`config.mk`:
```
export PLATFORM = sky130hd
export DESIGN_NAME = ata_cell
export DESIGN_NICKNAME = d
export VERILOG_FILES = /design/src/rtl/accel_tilt_angles_assert.svh /design/src/rtl/ata_pkg.sv /design/src/rtl/ata_cell.sv
export SDC_FILE = /design/constraint.sdc
export NUM_CORES = 1
export LEC_CHECK = 0
export BUFFER_PORTS_ARGS = -buffer_cell sky130_fd_sc_hd__buf_2
export CAP_MARGIN = 15
export CORE_MARGIN = 2
export CORE_UTILIZATION = 45
export CTS_CLUSTER_DIAMETER = 50
export DETAILED_ROUTE_END_ITERATION = 16
export GPL_ROUTABILITY_DRIVEN = 1
export HOLD_SLACK_MARGIN = 0.15
export PLACE_DENSITY = 0.7
export SYNTH_ARGS = -nofsm -noshare
export SYNTH_HDL_FRONTEND = slang
export SYNTH_SLANG_ARGS = --single-unit
```
`constraint.sdc`:
```
create_clock -name clk -period 3.7 [get_ports clk]
set_input_delay 0.37 -clock clk [delete_from_list [all_inputs] [get_ports clk]]
set_output_delay 0.37 -clock clk [all_outputs]
set_load 0.02 [all_outputs]
```
`src/rtl/accel_tilt_angles_assert.svh`:
```
// Assertion helpers used by the tilt-angle top level.
`ifndef ACCEL_TILT_ANGLES_ASSERT_SVH
`define ACCEL_TILT_ANGLES_ASSERT_SVH

// Same-cycle implication, checked out of reset.
`define ATA_ASSERT_IMP(lbl, ante, cons, msg) \
  lbl: assert property (@(posedge clk) disable iff (rst) (ante) |-> (cons)) \
    else $error(msg);

// Next-cycle implication, checked out of reset.
`define ATA_ASSERT_NXT(lbl, ante, cons, msg) \
  lbl: assert property (@(posedge clk) disable iff (rst) (ante) |=> (cons)) \
    else $error(msg);

`endif

```
`src/rtl/ata_pkg.sv`:
```
package ata_pkg;

  // Widths of the datapath
  localparam int ROOT_BITS = 24;
  localparam int DATA_BITS = 28;
  localparam int ACC_BITS  = 25;
  localparam int TAB_LEN   = 24;

  localparam logic [ACC_BITS-1:0] DEG90_Q16 = 25'd5898240;
  localparam logic [15:0]         DEG90_Q8  = 16'd23040;
  localparam logic [7:0]          FRESH_MASK = 8'h03;

  // Lane codes: which angle a word in the chain belongs to
  localparam logic [1:0] LANE_X = 2'd0;
  localparam logic [1:0] LANE_Y = 2'd1;
  localparam logic [1:0] LANE_Z = 2'd2;

  typedef struct packed {
    logic [7:0]  status_bits;
    logic signed [15:0] acc_x;
    logic signed [15:0] acc_y;
    logic signed [15:0] acc_z;
  } sample_t;

  typedef struct packed {
    logic signed [15:0] angle_x;
    logic signed [15:0] angle_y;
    logic signed [15:0] angle_z;
    logic               sample_fresh;
  } angle_t;

  // Root unit status
  typedef struct packed {
    logic                 done;
    logic [ROOT_BITS-1:0] value;
  } root_t;

  // Word handed from cell to cell
  typedef struct packed {
    logic                        valid;
    logic [1:0]                  lane;
    logic                        num_zero;
    logic                        den_zero;
    logic                        neg;
    logic signed [DATA_BITS-1:0] x;
    logic signed [DATA_BITS-1:0] y;
    logic signed [ACC_BITS-1:0]  acc;
  } cell_t;

  typedef enum logic [2:0] {
    ST_IDLE,
    ST_START,
    ST_ROOT,
    ST_FEED,
    ST_WAIT,
    ST_DONE
  } state_t;

  // atan(2^-i) in degrees * 65536
  function automatic logic [ACC_BITS-1:0] atan_tab(input int idx);
    logic [ACC_BITS-1:0] v;
    case (idx)
      0:  v = 25'd2949120;
      1:  v = 25'd1740967;
      2:  v = 25'd919879;
      3:  v = 25'd466945;
      4:  v = 25'd234379;
      5:  v = 25'd117304;
      6:  v = 25'd58666;
      7:  v = 25'd29335;
      8:  v = 25'd14668;
      9:  v = 25'd7334;
      10: v = 25'd3667;
      11: v = 25'd1833;
      12: v = 25'd917;
      13: v = 25'd458;
      14: v = 25'd229;
      15: v = 25'd115;
      16: v = 25'd57;
      17: v = 25'd29;
      18: v = 25'd14;
      19: v = 25'd7;
      20: v = 25'd4;
      21: v = 25'd2;
      22: v = 25'd1;
      default: v = 25'd0;
    endcase
    return v;
  endfunction

endpackage

```
`src/rtl/ata_cell.sv`:
```
module ata_cell #(
  parameter int IDX = 0
) (
  input  logic           clk,
  input  logic           rst,
  input  ata_pkg::cell_t din,
  output ata_pkg::cell_t dout
);
  import ata_pkg::*;

  logic signed [DATA_BITS-1:0] dx;
  logic signed [DATA_BITS-1:0] dy;
  logic [ACC_BITS-1:0]         ang;

  // Floor shifts of the other coordinate
  assign dx  = din.y >>> IDX;
  assign dy  = din.x >>> IDX;
  assign ang = atan_tab(IDX);

  // Rotate toward the x axis and hand on
  always_ff @(posedge clk) begin
    if (rst) begin
      dout.valid <= 1'b0;
    end else begin
      dout.valid <= din.valid;
    end
    dout.lane     <= din.lane;
    dout.num_zero <= din.num_zero;
    dout.den_zero <= din.den_zero;
    dout.neg      <= din.neg;
    if (din.y > 0) begin
      dout.x   <= din.x + dx;
      dout.y   <= din.y - dy;
      dout.acc <= din.acc + $signed(ang);
    end else begin
      dout.x   <= din.x - dx;
      dout.y   <= din.y + dy;
      dout.acc <= din.acc - $signed(ang);
    end
  end

endmodule

```
==> results.md <==
* Unrepaired setup endpoints after global routing: no
* Number of nets at the end of the flow at 1216
* Number of flip-flops in the largest register at 86
* CP endpoint kind: flip-flop
* Total power draw at 3.49 mW
* Die width at 127 um
* Total clock buffers created by CTS at 9
* Clock share of power at 28.8%
* Top cells by area in the synthesized netlist: dfxtp_1 25%, ha_1 16%, a21oi_1 5.9%, xnor2_1 5.4%, inv_1 4.5%
* Resized cells post-CTS at 0
* Setup TNS at 0 ns
* Dpl ws at 0.359 ns
* Register area share after synthesis at 25.4%
* Number of register bits inferred by synthesis at 86
* TritonCTS clock tree: done
* Result of the run: finished clean
* Sum of net half-perimeters after detailed placement at 15900 um
* Distinct cell type count after synthesis at 67
* Max-slew violation count at 0
* Buffer cell driving the clock tree root: clkbuf_16
* Number of violations of the max-capacitance limit at 0
* Commonest cells after routing, fill and taps aside: 175 x buf_2, 88 x ha_1, 86 x dfxtp_1
* Synthesized net count at 1025
* End-of-flow core utilization at 57.5%
* Final setup margin at 0.645 ns
* Maximum frequency from static timing analysis at 327 MHz
* Post-placement cell count at 1187
* Power spent charging and discharging nets at 1.29 mW
* Critical Path Max Stage Delay at 0.67 ns
* Most common cell after layout, fill and taps aside: buf_2
* Die Footprint at 16100 um2
* Crit path kind: in2reg
* Footprint of the multi-input gates at 4600 um2
* Final Hold Vio Count at 0
* Critical path cell sequence: buf_2 > nor4_1 > nand4_1 > o21bai_4 > inv_1 > ha_1 > nor2b_1 > o21ai_0 > a21boi_0 > o21ai_0 > nand2b_1 > a21o_1 > a21oi_1 > xnor2_1
* Proportion of synthesized flip-flops having asynchronous set or reset at 0%
* Power per cell area at 415 nW/um2
* Share of cells above drive strength 1 at 21.8%
* Share of total power in sequential cells at 32.7%
* Clock Pin Slew Worst Setup and Hold Paths at 0.07 ns
* Power share of the combinational group at 38.5%
* Starting Density at 46.3%
* Slowest CP cell: nor4_1
* Drc violations at 0
* Flip-flop and latch area at 1720 um2
* Total Routing Usage GR at 25.0%
* Top fanout value on the critical path at 4
* GPL Wtd Cong at 0.954
* First-pass iteration count of the detailed router at 7
* Number of enable-type register cells in the synthesized netlist at 0
* Number of standard cells after synthesis at 844
* Worst slew slack as a fraction of its limit at 48.9%
* Cell type contributing the most total cell area after synthesis: dfxtp_1
* H-tree levels at 3
* Transition time at the pin with the least slew margin at 0.759 ns
* Total detailed-routing wirelength at 20500 um
* Sinks on Clock Net at 86
* Number of standard-cell rows in the floorplan at 44
* Routed wire length per instance at 16.8 um
* Post-CTS repair timing setup buffer count at 0
* Synthesized area per cell at 8.03 um2
* Most flops, register: dout
* Largest net degree at the start of global routing at 50
* Detail-routed via count per cell at 5.59
* Global-route wire length before repair at 32200 um
* Minimum clock period at 3.05 ns
* Sw Share at 36.9%
* Hold WC Path Type: in2reg
* Crit path launch type: input port
* Cell type group with the largest total delay on the critical path: simple AND/OR/NAND/NOR gates
* Setup-failing EPs final at 0
* I/O Buffers at 175
* Portion of synthesized cell area occupied by the leading cell type at 25.4%
* Number of antenna violations at the first check in global routing at 0
* Required time worst endpoint at 3.94 ns
* Synth warn at 0
* Fill cells at 1414
* Vias in the first global route at 6383
* Leakage component of the power at 4.06 nW
* Remaining antenna violation count at 0
* Final period util at 82.6%
* Count of antenna diodes in the layout at 0
* Overall overflow remaining after global route at 0
* Buf+Inv Stages, Crit Path at 2
* Core box area at 14600 um2
* Predominant post-synthesis flop cell: dfxtp_1
* Drt initial violations at 595
* Int Pwr at 2.20 mW
* Count of boundary I/O pins at 176
* Biggest registers after layout: dout x86
* Post-synth design cell area at 6770 um2
* Maximum buffer depth of the clock tree at 2
* Height of the die at 127 um
* Worst ir drop on vdd at 0.221 mV
* Critical path data arrival time at 3.29 ns
* Detailed-route via count at 6846
* Layout Area Growth over Synthesis at 24.4%
* Most used cell, CP: o21ai_0
* Number of non-filler instances in the completed layout at 1224
-- power groups by stage --
stage	registers [mW]	logic (mW)	clock network, mW
2_1_floorplan	1.39	0.645	0
3_3_place_gp	1.16	1.30	0
3_5_place_dp	1.16	1.31	0
4_1_cts	1.14	1.33	1.03
5_1_grt	1.16	1.45	1.07
6_report	1.14	1.34	1.01
-- area by class of cell --
| type | count | share of cell area [%] |
|---|---|---|
| clock inverter | 7 | 1.20 |
| inverter | 86 | 3.83 |
| multi-input combinational | 637 | 54.6 |
| clock buffer | 9 | 2.67 |
| tap | 184 | 2.73 |
| sequential | 86 | 20.4 |
| timing repair buffer | 215 | 14.6 |
-- synth_stat cells, types with 3 or more instances --
cell and n:
clkinv_1 4, o31ai_1 15, nand3b_1 4, o22ai_1 3, xnor2_1 42, or2_2 4
fa_1 4, mux2i_1 14, nor3_1 13, o21ai_0 49, o21a_1 7, buf_1 9
or3_1 8, and2_1 6, nor4_1 13, a211oi_1 10, a211oi_2 3, inv_1 82
o21bai_1 13, a21boi_0 6, clkbuf_1 23, o31a_1 3, a221oi_1 4, a31oi_1 14
nor2_1 57, o211ai_1 6, o41ai_1 5, a21o_1 17, o2111ai_1 3, a21oi_1 80
a2111oi_0 3, ha_1 88, dfxtp_1 86, nand4_1 8, nand3_1 8, nand2b_1 16
nor2b_1 16, nand2_1 48, xor2_1 13, or4_1 3
-- final timing paths --
kind,end,cells past startpoint,start
max,dout[24],14,din[48]
min,dout[86],2,rst
-- through the flow --
step / area (um2) / hold WS (ns)
global placement: 7890 / 0.472
CTS: 8430 / 0.185
finish: 8430 / 0.198
floorplan: 6770 / 0.398
global route: 8430 / 0.188
detailed placement: 7890 / 0.474
-- routing by layer --
layer / vias up / track usage [%] / wire (um)
met4: 0 / 7.30 / 422
met2: 332 / 38.8 / 8890
li1: 3350 / - / -
met3: 40 / 5.86 / 1880
met5: - / 0 / 0
met1: 3124 / 34.9 / 9330
-- kinds of logic after synthesis --
logic type	count (synthesis)	synth area share, %
AND/OR/NAND/NOR	213	15.8
flip-flops	86	25.4
adder cells (fa/ha/maj)	92	17.4
XOR/XNOR	55	7.11
multiplexers	14	2.07
buffers and inverters	121	6.89
AO/OA/AOI/OAI	263	25.2
-- timing repair --
item	CTS	global route
endpoints found under the hold margin	21	0
hold buffers	21	0
setup endpoints to repair	0	0
(Power assumes the default switching activity.)
