**src/rtl/accel_tilt_angles_assert.svh**
```systemverilog
// Assertion helpers used by the tilt-angle top level.
`ifndef ACCEL_TILT_ANGLES_ASSERT_SVH
`define ACCEL_TILT_ANGLES_ASSERT_SVH

// Same-cycle implication, checked out of reset.
`define ATA_ASSERT_IMP(lbl, ante, cons, msg) \
  lbl: assert property (@(posedge clk) disable iff (rst) (ante) |-> (cons)) \
    else $error(msg);

// Next-cycle implication, checked out of reset.
`define ATA_ASSERT_NXT(lbl, ante, cons, msg) \
  lbl: assert property (@(posedge clk) disable iff (rst) (ante) |=> (cons)) \
    else $error(msg);

`endif

```
**src/rtl/ata_pkg.sv**
```systemverilog
package ata_pkg;

  // Widths of the datapath
  localparam int ROOT_BITS = 24;
  localparam int DATA_BITS = 28;
  localparam int ACC_BITS  = 25;
  localparam int TAB_LEN   = 24;

  localparam logic [ACC_BITS-1:0] DEG90_Q16 = 25'd5898240;
  localparam logic [15:0]         DEG90_Q8  = 16'd23040;
  localparam logic [7:0]          FRESH_MASK = 8'h03;

  // Lane codes: which angle a word in the chain belongs to
  localparam logic [1:0] LANE_X = 2'd0;
  localparam logic [1:0] LANE_Y = 2'd1;
  localparam logic [1:0] LANE_Z = 2'd2;

  typedef struct packed {
    logic [7:0]  status_bits;
    logic signed [15:0] acc_x;
    logic signed [15:0] acc_y;
    logic signed [15:0] acc_z;
  } sample_t;

  typedef struct packed {
    logic signed [15:0] angle_x;
    logic signed [15:0] angle_y;
    logic signed [15:0] angle_z;
    logic               sample_fresh;
  } angle_t;

  // Root unit status
  typedef struct packed {
    logic                 done;
    logic [ROOT_BITS-1:0] value;
  } root_t;

  // Word handed from cell to cell
  typedef struct packed {
    logic                        valid;
    logic [1:0]                  lane;
    logic                        num_zero;
    logic                        den_zero;
    logic                        neg;
    logic signed [DATA_BITS-1:0] x;
    logic signed [DATA_BITS-1:0] y;
    logic signed [ACC_BITS-1:0]  acc;
  } cell_t;

  typedef enum logic [2:0] {
    ST_IDLE,
    ST_START,
    ST_ROOT,
    ST_FEED,
    ST_WAIT,
    ST_DONE
  } state_t;

  // atan(2^-i) in degrees * 65536
  function automatic logic [ACC_BITS-1:0] atan_tab(input int idx);
    logic [ACC_BITS-1:0] v;
    case (idx)
      0:  v = 25'd2949120;
      1:  v = 25'd1740967;
      2:  v = 25'd919879;
      3:  v = 25'd466945;
      4:  v = 25'd234379;
      5:  v = 25'd117304;
      6:  v = 25'd58666;
      7:  v = 25'd29335;
      8:  v = 25'd14668;
      9:  v = 25'd7334;
      10: v = 25'd3667;
      11: v = 25'd1833;
      12: v = 25'd917;
      13: v = 25'd458;
      14: v = 25'd229;
      15: v = 25'd115;
      16: v = 25'd57;
      17: v = 25'd29;
      18: v = 25'd14;
      19: v = 25'd7;
      20: v = 25'd4;
      21: v = 25'd2;
      22: v = 25'd1;
      default: v = 25'd0;
    endcase
    return v;
  endfunction

endpackage

```
**src/rtl/ata_sqrt.sv**
```systemverilog
module ata_sqrt (
  input  logic               clk,
  input  logic               rst,
  input  logic               start,
  input  logic signed [15:0] a,
  input  logic signed [15:0] b,
  output ata_pkg::root_t     res
);
  import ata_pkg::*;

  logic signed [31:0]     pa;
  logic signed [31:0]     pb;
  logic [30:0]            sa;
  logic [30:0]            sb;
  logic [31:0]            sum;
  logic [47:0]            n;
  logic [26:0]            r;
  logic [26:0]            r_sh;
  logic [27:0]            diff;
  logic [ROOT_BITS-1:0]   q;
  logic [4:0]             cnt;
  logic                   load;
  logic                   run;
  logic                   done;

  // Square both axes
  assign pa  = a * a;
  assign pb  = b * b;
  assign sum = {1'b0, sa} + {1'b0, sb};

  // One root bit per cycle: bring down two bits, try subtract
  assign r_sh = {r[24:0], n[47:46]};
  assign diff = {1'b0, r_sh} - {2'b00, q, 2'b01};

  always_ff @(posedge clk) begin
    if (start) begin
      sa <= pa[30:0];
      sb <= pb[30:0];
    end
    if (load) begin
      n   <= {sum, 16'h0000};
      r   <= '0;
      q   <= '0;
      cnt <= '0;
    end else if (run) begin
      n   <= {n[45:0], 2'b00};
      cnt <= cnt + 5'd1;
      if (!diff[27]) begin
        r <= diff[26:0];
        q <= {q[ROOT_BITS-2:0], 1'b1};
      end else begin
        r <= r_sh;
        q <= {q[ROOT_BITS-2:0], 1'b0};
      end
    end
  end

  // Sequence: square, load, iterate
  always_ff @(posedge clk) begin
    if (rst) begin
      load <= 1'b0;
      run  <= 1'b0;
      done <= 1'b0;
    end else begin
      load <= start;
      done <= 1'b0;
      if (load) begin
        run <= 1'b1;
      end else if (run && cnt == 5'(ROOT_BITS - 1)) begin
        run  <= 1'b0;
        done <= 1'b1;
      end
    end
  end

  assign res.done  = done;
  assign res.value = q;

endmodule

```
**config.mk**
```make
export PLATFORM = sky130hd
export DESIGN_NAME = ata_sqrt
export DESIGN_NICKNAME = d
export VERILOG_FILES = /design/src/rtl/accel_tilt_angles_assert.svh /design/src/rtl/ata_pkg.sv /design/src/rtl/ata_sqrt.sv
export SDC_FILE = /design/constraint.sdc
export NUM_CORES = 2
export LEC_CHECK = 0
export ABC_AREA = 1
export BUFFER_PORTS_ARGS = -buffer_cell sky130_fd_sc_hd__buf_2
export CAP_MARGIN = 10
export CORE_MARGIN = 5
export CORE_UTILIZATION = 65
export CTS_CLUSTER_SIZE = 12
export DETAILED_ROUTE_END_ITERATION = 10
export HOLD_SLACK_MARGIN = 0.15
export MAX_ROUTING_LAYER = met4
export PLACE_DENSITY = 0.83
export RECOVER_POWER = 25
export SYNTH_ARGS = -nofsm -noshare
export SYNTH_HDL_FRONTEND = slang
export SYNTH_SLANG_ARGS = --single-unit
```
**constraint.sdc**
```tcl
create_clock -name clk -period 8.1 [get_ports clk]
set_input_delay 1.62 -clock clk [delete_from_list [all_inputs] [get_ports clk]]
set_output_delay 1.62 -clock clk [all_outputs]
set_load 0.05 [all_outputs]
```
==> flow_metrics.py <==
metrics = {
    "logic_synthesis": {
        "synth_top_cell_by_area": "fa_1",
        "synthArstFlopShare": 0,
        "synth-compound-area-share": 0.0543,
        "synth_area_leaders": "fa_1, inv_1, nand2_1, ha_1, edfxtp_1",
        "syn-mean-instance-area_um2": 7.82,
        "synth_cell_types": 43,
        "synth-edff-count": 92,
        "synth-xor-area-share": 0.0304,
        "synthSimpleGateAreaFrac": 0.188,
        "synth_top_family_by_area": "adder cells",
        "synth_mux_area_frac": 0.000411,
        "synth.yosys.seq_area_share": 0.142,
        "synthesis.instances": 3504,
        "yosysWarnings": 0,
        "synth_nets": 4224,
        "netlist_area_um2": 27400,
        "netlist.area_leader.share": 0.335,
        "synth-seq-cells": 149,
        "synthAdderAreaFrac": 0.439,
        "synth-main-ff-cell": "edfxtp_1",
    },
    "clock_network": {
        "cts-buffers-inserted": 17,
        "cts_setup_buffers": 0,
        "path_clk_slew_ps": 70,
        "cts_tree": "yes",
        "ctsResizeCount": 0,
        "ctsRootBufferMaster": "clkbuf_16",
        "htree_levels": 4,
        "clockBufferDepth": 2,
        "clock_latency_ps": 450,
        "cts_sinks": 149,
        "cts_hold_buf": 0,
    },
    "detailed_routing": {
        "remaining_drc_errors": 0,
        "wl_met1_um": 26100,
        "vias": 21800,
        "avgRoutedWirePerCell_um": 15.1,
        "finalWirelength_um": 61200,
        "met3_length_um": 4180,
        "drtAntennaViolNets": 0,
        "drt-initial-drc-count": 1637,
        "drtPass1Iterations": 6,
        "met2_length_um": 29600,
        "top_layer": "met4",
        "viasPerCell": 5.38,
    },
    "place": {
        "place.gp.congestion": 1.00,
        "dp_hpwl_um": 51400,
        "portBuffers": 59,
    },
    "sta": {
        "skew_ps": 11.4,
        "slew_headroom": -1.25,
        "worst_pin_slew_ps": 3370,
        "finalCritPeriodShare": 0.890,
        "drv_slew": 210,
        "rsz0062_at_grt": "no",
        "fin_tns_setup_ps": 0,
        "finalSetupViolCount": 0,
        "finalHoldViolations": 0,
        "layout_min_cycle_time_ps": 7210,
        "max_freq_ghz": 0.139,
    },
    "global_route": {
        "first_global_vias": 22300,
        "grt_max_degree": 62,
        "overflow": 0,
        "grt_usage": 0.282,
        "grt_pass1_wl_um": 105000,
        "antenna_found_initial": 0,
    },
    "floorplanning": {
        "start_util": 0.655,
        "die_w_um": 215,
        "core_um2": 41900,
        "dieArea_um2": 46400,
        "std_cell_rows": 75,
        "chipHeight_um": 215,
        "ios": 60,
    },
    "cells_and_area": {
        "nets": 4221,
        "nFillCells": 3401,
        "n_antenna_cell": 0,
        "drive_gt1_frac": 0.0344,
        "area_growth_syn_to_layout_pct": 4.54,
    },
    "critical_path": {
        "cp_max_fo": 17,
        "critical_path_required_ps": 8300,
        "path_class": "input port to flip-flop",
        "crit_arrival_ps": 7410,
        "start_kind": "input port",
        "reg2reg_depth": 5,
        "end_kind": "flip-flop",
    },
    "run_status": {
        "violations": "capacitance limit, slew limit",
        "outcome": "finished with violations",
    },
    "worst_hold_path": {
        "hp-class": "flip-flop to flip-flop",
        "hold_depth": 2,
    },
    "job": {
        "drv_cap": 4,
    },
}
[cell usage after synthesis (all sizes together), types with 2 or more instances]
library cell and number:
o31ai 2, a21oi 118, edfxtp 92, o21bai 15, nor4 2, o22ai 23, clkinv 2, buf 16
xor2 61, nand2 801, and3 3, fa 459, nor2 209, o21a 2, clkbuf 76, xnor2 34
ha 226, nand3b 11, nor3 29, nand3 120, or2 9, a21o 11, dfxtp 57, a211oi 3
a31o 4, o21ai 70, inv 969, nand4 62, o211ai 7, a31oi 8
[worst paths after layout]
check,slack [ps],startpoint,endpoint
hold reg to reg,490,r[1],r[1]
setup reg to reg,3980,run,q[12]
hold / removal,490,r[1],r[1]
setup / recovery,890,a[1],sa[29]
[area by class of cell]
cell class              instances  area (um^2)  share of cell area
repair buffers                 70          360              0.0126
multi-input cells            2292        19500               0.680
inverters                     971         3640               0.127
flip-flops and latches        149         3900               0.136
clock inverters                14          136             0.00476
well taps                     539          674              0.0235
clock buffers                  18          439              0.0153
[per-stage QoR]
step	util	instance area [um^2]	hold slack [ps]	std cells	setup WS [ps]
detailed placement	0.671	28100	481	4021	469
finish	0.684	28600	493	4053	889
global route	0.684	28600	517	4053	517
floorplan	-	27400	447	3504	1110
global placement	0.671	28100	474	4021	665
CTS	0.685	28700	492	4053	930
[worst max-delay path: stages]
cell and delay [ps]:
buf_2 220, nand2_1 170, inv_1 100, fa_1 730, inv_1 120, fa_1 830
inv_1 180, fa_1 490, fa_1 540, inv_1 50, fa_1 480, inv_1 50
fa_1 430, ha_1 380, nand2_1 130, nor3_1 240, nand2_1 120, nor4_1 240
nand2_1 120, nand4_1 110, nand2_1 60
[flip-flops by register name (all words and copies together) (netlist names)]
name / count
load: 1
done: 1
cnt: 5
n: 32
run: 1
sa: 30
sb: 30
r: 25
q: 24
[layer usage]
| metal | vias up | track usage |
|---|---|---|
| li1 | 10400 | - |
| met1 | 10500 | 0.382 |
| met2 | 771 | 0.455 |
| met3 | 108 | 0.0377 |
| met4 | 0 | 0.0734 |
| met5 | - | - |
[cell usage in the layout, fill, tap and decap left out, types with 3 or more instances in the layout]
master     netlist  routed
a211oi_1         3       3
a21o_1          11      11
a21oi_1        117     117
a31o_2           4       4
a31oi_1          8       8
and3_1           3       3
buf_2            5      57
buf_4            2       7
clkbuf_1        76       6
clkbuf_16        0      17
dfxtp_1         57      57
edfxtp_1        92      92
fa_1           459     459
ha_1           226     226
inv_1          967     968
inv_6            0       7
nand2_1        797     797
nand3_1        119     119
nand3b_1        11      11
nand4_1         62      62
nor2_1         204     204
nor2_2           5       5
nor3_1          29      29
o211ai_1         7       7
o21ai_0         70      70
o21bai_1        15      15
o22ai_1         23      23
or2_2            8       8
xnor2_1         34      34
xor2_1          61      61
[cell families after synthesis]
family,after synthesis
fa+ha+maj,685
xor+xnor,95
mux,1
compound gates,264
simple gates,1247
buf+inv,1063
flops,149
Power is not shown: default switching activity piles up to over one toggle a cycle in this logic, so the estimate is an artifact.
